**src/hdl/dpa_pkg.sv**
```systemverilog
// Package for the decimal period analyzer: widths, constants, reset value.
// No dependencies.
package dpa_pkg;
    localparam int unsigned DataW  = 32;
    localparam int unsigned ModW   = 35;  // magnitudes reach 2^31; ten times a remainder needs 35 bits
    localparam int unsigned CntW   = 6;   // bit counter for serial division
    localparam int unsigned LimW   = 16;
    localparam int unsigned PreW   = 5;
    localparam logic [LimW-1:0] LimitReset = 16'd300;
endpackage

```
**src/hdl/dpa_divider.sv**
```systemverilog
// Bit-serial restoring divider: remainder and quotient, one bit per cycle.
// Depends on dpa_pkg.
module dpa_divider (
    input  logic                        i_clk,
    input  logic                        i_rst_n,
    input  logic                        i_start,
    input  logic [dpa_pkg::ModW-1:0]    i_dividend,
    input  logic [dpa_pkg::ModW-1:0]    i_divisor,
    output logic                        o_done,
    output logic [dpa_pkg::ModW-1:0]    o_quot,
    output logic [dpa_pkg::ModW-1:0]    o_rem
);
    logic [dpa_pkg::ModW-1:0] r_quot, r_rem, r_div;
    logic [dpa_pkg::CntW-1:0] r_cnt;
    logic                     r_busy, r_done;
    logic [dpa_pkg::ModW:0]   n_trial;

    assign n_trial = {r_rem, r_quot[dpa_pkg::ModW-1]} - {1'b0, r_div};

    always_ff @(posedge i_clk) begin
        if (!i_rst_n) begin
            r_busy <= 1'b0;
            r_done <= 1'b0;
            r_cnt  <= '0;
        end else begin
            r_done <= 1'b0;
            if (i_start) begin
                r_busy <= 1'b1;
                r_quot <= i_dividend;
                r_rem  <= '0;
                r_div  <= i_divisor;
                r_cnt  <= dpa_pkg::CntW'(dpa_pkg::ModW);
            end else if (r_busy) begin
                if (!n_trial[dpa_pkg::ModW]) begin
                    r_rem  <= n_trial[dpa_pkg::ModW-1:0];
                    r_quot <= {r_quot[dpa_pkg::ModW-2:0], 1'b1};
                end else begin
                    r_rem  <= {r_rem[dpa_pkg::ModW-2:0], r_quot[dpa_pkg::ModW-1]};
                    r_quot <= {r_quot[dpa_pkg::ModW-2:0], 1'b0};
                end
                r_cnt <= r_cnt - 1'b1;
                if (r_cnt == dpa_pkg::CntW'(1)) begin
                    r_busy <= 1'b0;
                    r_done <= 1'b1;
                end
            end
        end
    end

    assign o_done = r_done;
    assign o_quot = r_quot;
    assign o_rem  = r_rem;
endmodule

```
**src/hdl/decimal_period_analyzer.sv**
```systemverilog
// Top level of the decimal period analyzer: control sequencer and result register.
// Depends on dpa_pkg and dpa_divider.
//
// Usage: an item (numerator, denominator) enters on i_valid/o_stall; the
// block stalls its input while it works on one item. The result
// (preperiod length, period length) appears on o_valid and holds while
// i_stall is high; the next item is taken the cycle after the result moves.
// Every remainder or quotient but the halving of factors of 2 comes from
// one shared bit-serial divider; a zero denominator gives its result in
// the cycle after the item is taken. The order search runs up to
// period_limit steps.
// The period_limit register (reset 300) is written through i_cfg_valid /
// o_cfg_ready while the block is idle. Synchronous active-low reset
// returns the block to idle and the limit to 300; a held result is lost.
module decimal_period_analyzer (
    input  logic                          i_clk,
    input  logic                          i_rst_n,
    input  logic                          i_valid,
    output logic                          o_stall,
    input  logic signed [dpa_pkg::DataW-1:0] i_numerator,
    input  logic signed [dpa_pkg::DataW-1:0] i_denominator,
    output logic                          o_valid,
    input  logic                          i_stall,
    output logic [dpa_pkg::PreW-1:0]      o_preperiod_len,
    output logic [dpa_pkg::LimW-1:0]      o_period_len,
    input  logic                          i_cfg_valid,
    output logic                          o_cfg_ready,
    input  logic [dpa_pkg::LimW-1:0]      i_cfg_data
);
    typedef enum logic [3:0] {
        S_IDLE, S_GCD, S_GCD_W, S_RED, S_RED_W, S_TWO, S_TWO_W,
        S_FIVE, S_FIVE_W, S_ORD, S_ORD_W, S_OUT
    } t_state;

    t_state r_state;
    logic [dpa_pkg::ModW-1:0] r_x, r_y, r_d, r_m, r_r;
    logic [dpa_pkg::PreW-1:0] r_twos, r_fives;
    logic [dpa_pkg::LimW-1:0] r_len, r_limit;
    logic [dpa_pkg::PreW-1:0] r_pre_out;
    logic [dpa_pkg::LimW-1:0] r_per_out;
    logic                     r_div_start;
    logic [dpa_pkg::ModW-1:0] r_dvd, r_dvs;
    logic                     div_done;
    logic [dpa_pkg::ModW-1:0] div_quot, div_rem;
    logic [dpa_pkg::ModW-1:0] n_nmag, n_dmag;
    logic [dpa_pkg::PreW-1:0] n_pre;

    function automatic logic [dpa_pkg::ModW-1:0] mag(input logic [dpa_pkg::DataW-1:0] v);
        logic [dpa_pkg::ModW-1:0] e;
        e = {{(dpa_pkg::ModW-dpa_pkg::DataW){1'b0}}, v};
        if (v[dpa_pkg::DataW-1])
            return (dpa_pkg::ModW'(1) << dpa_pkg::DataW) - e;
        return e;
    endfunction

    assign n_nmag = mag(i_numerator);
    assign n_dmag = mag(i_denominator);
    assign n_pre  = (r_twos > r_fives) ? r_twos : r_fives;

    dpa_divider u_div (
        .i_clk(i_clk), .i_rst_n(i_rst_n), .i_start(r_div_start),
        .i_dividend(r_dvd), .i_divisor(r_dvs),
        .o_done(div_done), .o_quot(div_quot), .o_rem(div_rem)
    );

    assign o_stall         = (r_state != S_IDLE);
    assign o_valid         = (r_state == S_OUT);
    assign o_preperiod_len = r_pre_out;
    assign o_period_len    = r_per_out;
    assign o_cfg_ready     = (r_state == S_IDLE);

    always_ff @(posedge i_clk) begin
        if (!i_rst_n) begin
            r_state     <= S_IDLE;
            r_limit     <= dpa_pkg::LimitReset;
            r_div_start <= 1'b0;
        end else begin
            r_div_start <= 1'b0;
            case (r_state)
                S_IDLE: begin
                    if (i_cfg_valid)
                        r_limit <= i_cfg_data;
                    if (i_valid) begin
                        r_x       <= n_nmag;
                        r_y       <= n_dmag;
                        r_d       <= n_dmag;
                        r_twos    <= '0;
                        r_fives   <= '0;
                        r_pre_out <= '0;
                        r_per_out <= '0;
                        if (n_dmag == '0)
                            r_state <= S_OUT;
                        else
                            r_state <= S_GCD;
                    end
                end
                S_GCD: begin
                    if (r_y == '0) begin
                        // g = x (never 0 here since d != 0)
                        r_dvd <= r_d;
                        r_dvs <= r_x;
                        r_div_start <= 1'b1;
                        r_state <= S_RED_W;
                    end else begin
                        r_dvd <= r_x;
                        r_dvs <= r_y;
                        r_div_start <= 1'b1;
                        r_state <= S_GCD_W;
                    end
                end
                S_GCD_W: begin
                    if (div_done) begin
                        r_x <= r_y;
                        r_y <= div_rem;
                        r_state <= S_GCD;
                    end
                end
                S_RED_W: begin
                    if (div_done) begin
                        r_m <= div_quot;
                        if (div_quot <= dpa_pkg::ModW'(1))
                            r_state <= S_OUT;
                        else
                            r_state <= S_TWO;
                    end
                end
                S_RED: r_state <= S_OUT;
                S_TWO: begin
                    // factors of 2 strip by shift
                    if (!r_m[0]) begin
                        r_m    <= r_m >> 1;
                        r_twos <= r_twos + 1'b1;
                    end else
                        r_state <= S_FIVE;
                end
                S_TWO_W: r_state <= S_OUT;
                S_FIVE: begin
                    r_dvd <= r_m;
                    r_dvs <= dpa_pkg::ModW'(5);
                    r_div_start <= 1'b1;
                    r_state <= S_FIVE_W;
                end
                S_FIVE_W: begin
                    if (div_done) begin
                        if (div_rem == '0) begin
                            r_m     <= div_quot;
                            r_fives <= r_fives + 1'b1;
                            r_state <= S_FIVE;
                        end else begin
                            r_pre_out <= n_pre;
                            if (r_m == dpa_pkg::ModW'(1))
                                r_state <= S_OUT;
                            else begin
                                r_dvd <= dpa_pkg::ModW'(10);
                                r_dvs <= r_m;
                                r_div_start <= 1'b1;
                                r_len <= dpa_pkg::LimW'(1);
                                r_state <= S_ORD_W;
                            end
                        end
                    end
                end
                S_ORD_W: begin
                    if (div_done) begin
                        r_r <= div_rem;
                        r_state <= S_ORD;
                    end
                end
                S_ORD: begin
                    if (r_r == dpa_pkg::ModW'(1)) begin
                        r_per_out <= r_len;
                        r_state <= S_OUT;
                    end else if (r_len >= r_limit) begin
                        r_per_out <= '0;
                        r_state <= S_OUT;
                    end else begin
                        // r < m < 2^31, so r*10 fits in 35 bits; use (r<<3)+(r<<1) mod m
                        r_dvd <= (r_r << 3) + (r_r << 1);
                        r_dvs <= r_m;
                        r_div_start <= 1'b1;
                        r_len <= r_len + 1'b1;
                        r_state <= S_ORD_W;
                    end
                end
                S_OUT: begin
                    if (!i_stall)
                        r_state <= S_IDLE;
                end
                default: r_state <= S_IDLE;
            endcase
        end
    end
endmodule

```
**config.mk**
```make
export PLATFORM = sky130hd
export DESIGN_NAME = decimal_period_analyzer
export DESIGN_NICKNAME = d
export VERILOG_FILES = /design/src/hdl/dpa_pkg.sv /design/src/hdl/dpa_divider.sv /design/src/hdl/decimal_period_analyzer.sv
export SDC_FILE = /design/constraint.sdc
export NUM_CORES = 1
export LEC_CHECK = 0
export BUFFER_PORTS_ARGS = -buffer_cell sky130_fd_sc_hd__buf_4
export CAP_MARGIN = 20
export CELL_PAD_IN_SITES_DETAIL_PLACEMENT = 0
export CELL_PAD_IN_SITES_GLOBAL_PLACEMENT = 1
export CORE_MARGIN = 8
export CORE_UTILIZATION = 50
export CTS_CLUSTER_SIZE = 40
export DETAILED_ROUTE_END_ITERATION = 7
export PLACE_DENSITY_LB_ADDON = 0.1
export SYNTH_ARGS = -nofsm -noshare
export SYNTH_HDL_FRONTEND = slang
export SYNTH_SLANG_ARGS = --single-unit
```
**constraint.sdc**
```tcl
create_clock -name i_clk -period 18.2 [get_ports i_clk]
set_clock_uncertainty 0.15 [all_clocks]
set_input_delay 0.91 -clock i_clk [delete_from_list [all_inputs] [get_ports i_clk]]
set_output_delay 0.91 -clock i_clk [all_outputs]
set_load 0.02 [all_outputs]
```
==> results of run 1 <==
-- how the worst max path moves through the flow --
stage	start	endpoint	slack, ns	cells after the start
6_report	u_div.o_rem[7]	u_div.o_rem[8]	13.46	11
5_1_grt	u_div.o_rem[7]	u_div.o_rem[8]	13.11	11
3_3_place_gp	u_div.o_rem[7]	u_div.o_rem[23]	13.55	10
4_1_cts	u_div.o_rem[7]	u_div.o_rem[19]	13.32	10
3_5_place_dp	u_div.o_rem[7]	u_div.o_rem[19]	13.31	10
2_1_floorplan	i_valid	r_x[0]	5.31	2
-- cell usage in the layout, fill, tap and decap left out, types with 64 or more instances in the layout --
master and instances:
edfxtp_1 395, nand2_1 268, o21ai_0 201, a21oi_1 154, nor2_1 151, buf_4 131, inv_1 112, ha_1 95
xor2_1 77, nand3_1 64
-- power groups by stage --
stage	combinational [mW]	clock, mW	sequential, mW
2_1_floorplan	0.571	0	1.40
3_3_place_gp	0.838	0	1.43
3_5_place_dp	0.849	0	1.44
4_1_cts	0.855	1.01	1.42
5_1_grt	0.938	1.04	1.43
6_report	0.857	0.999	1.42
-- critical path: cells and delay by family, from the launching register on --
kind | cells | cell delay [ns]
simple gates | 3 | 1.22
fa+ha+maj | 1 | 0.41
compound gates | 6 | 1.91
flops | 1 | 0.47
buf+inv | 1 | 0.43
-- cell usage after synthesis, types with 14 or more instances --
library cell  count
nand2b_1         22
clkbuf_1         92
a21oi_1         155
nor2b_1          14
ha_1             95
and3_1           33
mux2i_1          45
xnor2_1          53
a21boi_0         20
inv_1           112
a21o_1           32
nor3_1           40
a211oi_1         26
edfxtp_1        395
xor2_1           77
dfxtp_1          29
nand3_1          64
nor2_1          154
o21ai_0         201
o21a_1           17
nor4_1           50
nand4_1          24
and2_1           17
o31ai_1          24
nand2_1         268
a31oi_1          15
o221ai_1         20
mux2_2           41
-- stage by stage --
| step | instances | hold slack (ns) | setup WS [ns] | instance area [um2] | utilization |
|---|---|---|---|---|---|
| after floorplan | 2262 | 0.250 | 5.31 | 23500 | - |
| after global placement | 2897 | 0.253 | 13.55 | 25000 | 0.537 |
| after detailed placement | 2897 | 0.255 | 13.31 | 25000 | 0.537 |
| after CTS | 2985 | 0.269 | 13.32 | 26600 | 0.572 |
| after global routing | 2986 | 0.278 | 13.11 | 26600 | 0.572 |
| final | 2987 | 0.265 | 13.46 | 26600 | 0.572 |
-- sequential cells by signal, indices dropped and copies added, names as in the netlist --
name             count
r_state              4
r_limit             16
r_fives              5
r_y                 35
o_period_len        16
r_dvs               35
o_preperiod_len      5
r_div_start          1
u_div.r_div         35
r_dvd               35
r_m                 35
u_div.o_quot        35
r_len               16
r_x                 35
u_div.r_busy         1
u_div.r_cnt          6
u_div.o_done         1
r_d                 33
r_r                 35
r_twos               5
u_div.o_rem         35
-- logic make-up after synthesis --
family	Yosys count
buffers and inverters	216
other	1
muxes	86
adders and majority gates	97
AOI/OAI and AO/OA	578
DFF	424
xor gates and xnor gates	130
and+or+nand+nor	730
-- cell type report --
| class | count | share of cell area |
|---|---|---|
| Timing Repair Buffer | 132 | 0.0380 |
| Clock buffer | 54 | 0.0452 |
| Tap cell | 607 | 0.0286 |
| Sequential cell | 424 | 0.468 |
| Antenna cell | 1 | 0.0000941 |
| Inverter | 113 | 0.0160 |
| Multi-Input combinational cell | 1622 | 0.390 |
| Clock inverter | 34 | 0.0145 |
-- per-layer routing --
layer | share of wire | vias up | GRT usage
li1 | - | 8546 | -
met1 | 0.41 | 8978 | 0.350
met2 | 0.48 | 797 | 0.456
met3 | 0.067 | 138 | 0.0373
met4 | 0.048 | 0 | 0.130
met5 | 0 | - | 0
==> results.json, run 1 <==
{
  "rr_worst_depth": 11,
  "synth_top_area_frac": 0.504,
  "path_clk_slew_ns": 0.06,
  "multiInputGateArea_um2": 10400,
  "vias_per_cell": 6.18,
  "vias": 18500,
  "fmaxAchievable_ghz": 0.211,
  "combinationalPowerShare": 0.262,
  "ys_warn_count": 0,
  "cts_buffers": 47,
  "die_h_um": 233,
  "yosys.area.top_type": "edfxtp_1",
  "crit_fanout": 22,
  "power.density_nw_per_um2": 123,
  "cts_buffer_depth": 3,
  "first_iter_violations": 1900,
  "grt_max_degree": 80,
  "hp-start": "r_dvs[17]",
  "clock_latency_ns": 0.61,
  "rows": 79,
  "die_area_um2": 54300,
  "drc": 0,
  "outcome": "completed",
  "dpl.hpwl_mm": 55.8,
  "power.leakage_nw": 9.70,
  "grt_remaining_overflow": 0,
  "grt_antenna_before_repair": 2,
  "place.gp.congestion": 0.922,
  "switchingPower_mw": 1.09,
  "critPathCaptureType": "register",
  "start_util": 0.506,
  "fillers": 4022,
  "slowest_delay_ns": 0.71,
  "path_cells": "ha_1 > a21oi_1 > o22ai_1 > a211oi_1 > nand4b_1 > and3b_1 > o41ai_1 > nand3_1 > buf_4 > a211o_1 > a21oi_1",
  "grtUsageTotal": 0.274,
  "min_delay_path_depth": 0,
  "avgSynthCellArea_um2": 10.4,
  "synthAdderAreaFrac": 0.0522,
  "synth_compound_area_frac": 0.150,
  "ys_types": 72,
  "drive_above_1_share": 0.113,
  "intPower_mw": 2.19,
  "arrival_ns": 5.02,
  "ys_top_cells_by_area": "edfxtp_1 (50%), ha_1 (5.1%), o21ai_0 (4.3%), nand2_1 (4.3%), a21oi_1 (3.3%)",
  "cts_tree": "yes",
  "cp_slowest_cell": "o41ai_1",
  "ff_latch_area_um2": 12400,
  "rsz0062_at_grt": "false",
  "yosysSeqAreaShare": 0.529,
  "ir_worst_vdd_v": 0.0000935,
  "core-area_um2": 46500,
  "ant_nets": 0,
  "area_growth_pct": 13.0,
  "synth-edff-count": 395,
  "hold_violations": 0,
  "yosys-mux-area-fraction": 0.0388,
  "tightest_slew_ns": 1.13,
  "r2r_setup_slack_ns": 13.46,
  "io_buffers": 108,
  "whs_endpoint": "u_div.r_div[17]",
  "cts_sinks": 424,
  "synth_xor_area_frac": 0.0484,
  "drt-total-wl_mm": 75.8,
  "crit_type": "reg2reg",
  "avgRoutedWirePerCell_um": 25.4,
  "switching_share": 0.332,
  "setup_tns_ns": 0,
  "syn_area_um2": 23500,
  "period_share": 0.260,
  "reg2reg_to": "u_div.o_rem[8]",
  "async_flop_share": 0,
  "pwr-share-clk": 0.305,
  "h-tree-depth": 2,
  "synth_top_family_by_area": "compound AO/OA/AOI/OAI gates",
  "min_path_type": "reg2reg",
  "power.total_mw": 3.28,
  "synth_seq_cells": 424,
  "die_w_um": 233,
  "slew_headroom": 0.245,
  "ys.flop_type": "edfxtp_1",
  "grt_pass1_wl_mm": 112,
  "synthCells": 2262,
  "cp-start-kind": "register",
  "period_needed_ns": 4.74,
  "yosys.area_share.simple": 0.147,
  "ctsHoldBuffers": 0,
  "cts_resized": 0,
  "seqPwrFrac": 0.434,
  "cts_setup_buffers": 0,
  "critical_path_required_ns": 18.48,
  "ioPinCount": 109,
  "dr.pass1.iters": 6,
  "rr_startpoint": "u_div.o_rem[7]",
  "layout.nets": 2522,
  "syn_nets": 2444,
  "cp_common_cell": "a21oi_1",
  "grt_pass1_vias": 17700,
  "final-setup-viol-count": 0,
  "max-cap-violations": 0,
  "drv_slew": 0,
  "clockRootBuffer": "clkbuf_16"
}
Note: power is estimated with default switching activity, not from simulation.
==> run 2: changes to the inputs <==
- ABC_AREA: unset -> 1
- CORE_UTILIZATION: 50 -> 44
- clock period: 18.2 -> 4 ns (I/O delays scaled with it)
==> run 2 against run 1 <==
Effect of this change:
- design area grew 6.5%
- critical path depth up 3
- maximum frequency up 41%
- sequential cell count is the same
- first-iteration DRC count is 13% higher
- via count increased by 13%
- die area is 16% higher
- worst setup slack got worse by 13 ns
- power grew to 5.2 times the previous value
- largest power group unchanged
- synthesized area grew 2.7%
- highest routed layer unchanged
==> results.json, run 2 <==
{
  "outcome": "completed",
  "cts_setup_buffers": 0,
  "dpl.hpwl_mm": 66.8,
  "ys.flop_type": "edfxtp_1",
  "cts_tree": "yes",
  "final-setup-viol-count": 0,
  "slew_headroom": 0.363,
  "period_needed_ns": 3.36,
  "ys_types": 58,
  "fillers": 5087,
  "critical_path_required_ns": 4.13,
  "hold_violations": 0,
  "finalWorstSetupSlack_ns": 0.635,
  "ys_warn_count": 0,
  "power.density_nw_per_um2": 598,
  "cts_buffer_depth": 3,
  "grt_pass1_vias": 20100,
  "drive_above_1_share": 0.0918,
  "yosysSeqAreaShare": 0.515,
  "place.gp.congestion": 0.962,
  "final_cell_mix": "nand2_1 (460), edfxtp_1 (395), inv_1 (378)",
  "critPathCaptureType": "register",
  "avgSynthCellArea_um2": 8.81,
  "synth_seq_cells": 424,
  "setup_tns_ns": 0,
  "layout.nets": 3119,
  "dpl_worst_slack_ns": 0.613,
  "die_w_um": 250,
  "ys_top_cells_by_area": "edfxtp_1 (49%), nand2_1 (7.2%), inv_1 (5.9%), o21ai_0 (5.4%), ha_1 (4.9%)",
  "die_h_um": 250,
  "syn_area_um2": 24200,
  "crit_type": "reg2reg",
  "dr.pass1.iters": 5,
  "crit_fanout": 5,
  "tightest_slew_ns": 0.954,
  "ioPinCount": 109,
  "path_clk_slew_ns": 0.06,
  "grtUsageTotal": 0.267,
  "first_iter_violations": 2143,
  "die_area_um2": 62700,
  "rsz0062_at_grt": "false",
  "clockRootBuffer": "clkbuf_16",
  "core-area_um2": 54700,
  "io_buffers": 108,
  "start_util": 0.442,
  "grt_remaining_overflow": 0,
  "grt_pass1_wl_mm": 128,
  "drv_slew": 0,
  "syn_nets": 2926,
  "worst-path-buf-inv": 3,
  "path_cells": "inv_1 > fa_1 > inv_1 > nand2_1 > a21oi_1 > inv_1 > o21bai_1 > a21oi_1 > o21ai_1 > nand2_1 > nand2_1 > a21oi_1 > o21ai_0 > o221ai_1",
  "vias_per_cell": 5.65,
  "grt_max_degree": 75,
  "slowest_delay_ns": 0.49,
  "yosys.area.top_type": "edfxtp_1",
  "min_path_type": "in2reg",
  "h-tree-depth": 2,
  "clock_latency_ns": 0.58,
  "synth_top_area_frac": 0.491,
  "ir_worst_vdd_v": 0.000376,
  "drc": 0,
  "synthTopCellsByCount": "nand2_1 (461), edfxtp_1 (395), inv_1 (378), nor2_1 (291), o21ai_0 (259)",
  "avgRoutedWirePerCell_um": 23.4,
  "yosys.cell_count.top_type": "nand2_1",
  "ant_nets": 0,
  "area_growth_pct": 17.2,
  "async_flop_share": 0,
  "synthCells": 2744,
  "cp_slowest_cell": "edfxtp_1",
  "period_share": 0.841,
  "rows": 86,
  "drt-total-wl_mm": 86.2,
  "final_common_cell": "nand2_1",
  "arrival_ns": 3.50,
  "fmaxAchievable_ghz": 0.297,
  "synth-edff-count": 395,
  "power.leakage_nw": 11.4,
  "max-cap-violations": 0,
  "grt_antenna_before_repair": 1,
  "cts_buffers": 47,
  "cp-start-kind": "register",
  "vias": 20800,
  "critPathTopFamily": "compound AO/OA/AOI/OAI gates",
  "cts_sinks": 424
}
[run 2: cell count changes in the layout (fill, tap and decap cells not counted), moves of 45 or more]
cell,before,now
inv_1,112,378
nand2_1,268,460
dlygate4sd3_1,0,80
o21ai_0,201,259
o22ai_1,4,50
nor2_1,151,286
a21oi_1,154,202
mux2i_1,45,0
[run 2: logic make-up (layout without fill, tap and decap cells)]
family / after synthesis / in the layout / share of synthesized area
compound gates: 664 / 664 / 0.155
xor+xnor: 66 / 66 / 0.0239
simple gates: 1016 / 1016 / 0.180
fa+ha+maj: 97 / 97 / 0.0508
flops: 424 / 424 / 0.515
other cells: 1 / 2 / 0.000155
buf+inv: 476 / 706 / 0.0759
[run 2: tightest hold or removal path, cell delays in order]
cell and delay [ns]:
buf_4 0.09, xnor2_1 0.11, o21ai_0 0.24
[run 2: metrics by stage]
stage | hold WS (ns) | utilization | cell area [um2] | instances | power, mW
global route | 0.0454 | 0.518 | 28300 | 3678 | 17.7
floorplan | 0.149 | - | 24200 | 2744 | 10.2
detailed placement | 0.244 | 0.474 | 25900 | 3512 | 12.3
global placement | 0.241 | 0.474 | 25900 | 3512 | 12.3
finish | 0.0417 | 0.518 | 28300 | 3679 | 16.9
CTS | 0.0207 | 0.518 | 28300 | 3678 | 16.9
[run 2: per-layer routing]
layer  GRT usage  up-vias  share of wire
li1            -     9877              -
met1       0.359     9975           0.43
met2       0.444      787           0.47
met3      0.0416      131          0.075
met4      0.0765        0          0.029
met5           0        -              0
[run 2: final timing paths]
check,start,to,slack (ns),depth (start not counted)
max reg2reg,r_r[3],r_dvd[19],0.64,14
min reg2reg,r_dvs[20],u_div.r_div[20],0.27,0
max,r_r[3],r_dvd[19],0.64,14
min,i_numerator[28],r_x[28],0.04,3
[run 2: report_power, final]
group	switching (mW)	total [mW]	internal, mW
combinational	3.61	5.29	1.68
clock	1.88	4.55	2.66
sequential	0.701	7.09	6.39
total	6.19	16.9	10.7
[run 2: area by class of cell]
type	instances	area, um2	area share
clock buffers	56	1230	0.0434
multi-input cells	1844	9980	0.352
clock inverters	30	353	0.0125
repair buffers	228	1960	0.0693
well taps	704	881	0.0311
inverters	392	1470	0.0520
diodes	1	2.50	0.0000884
flip-flops and latches	424	12400	0.439
[run 2: what timing repair did]
| action | CTS | global route |
|---|---|---|
| endpoints found under the hold margin | 87 | 0 |
| hold buffers | 80 | 0 |
| gates resized for setup | 0 | 0 |
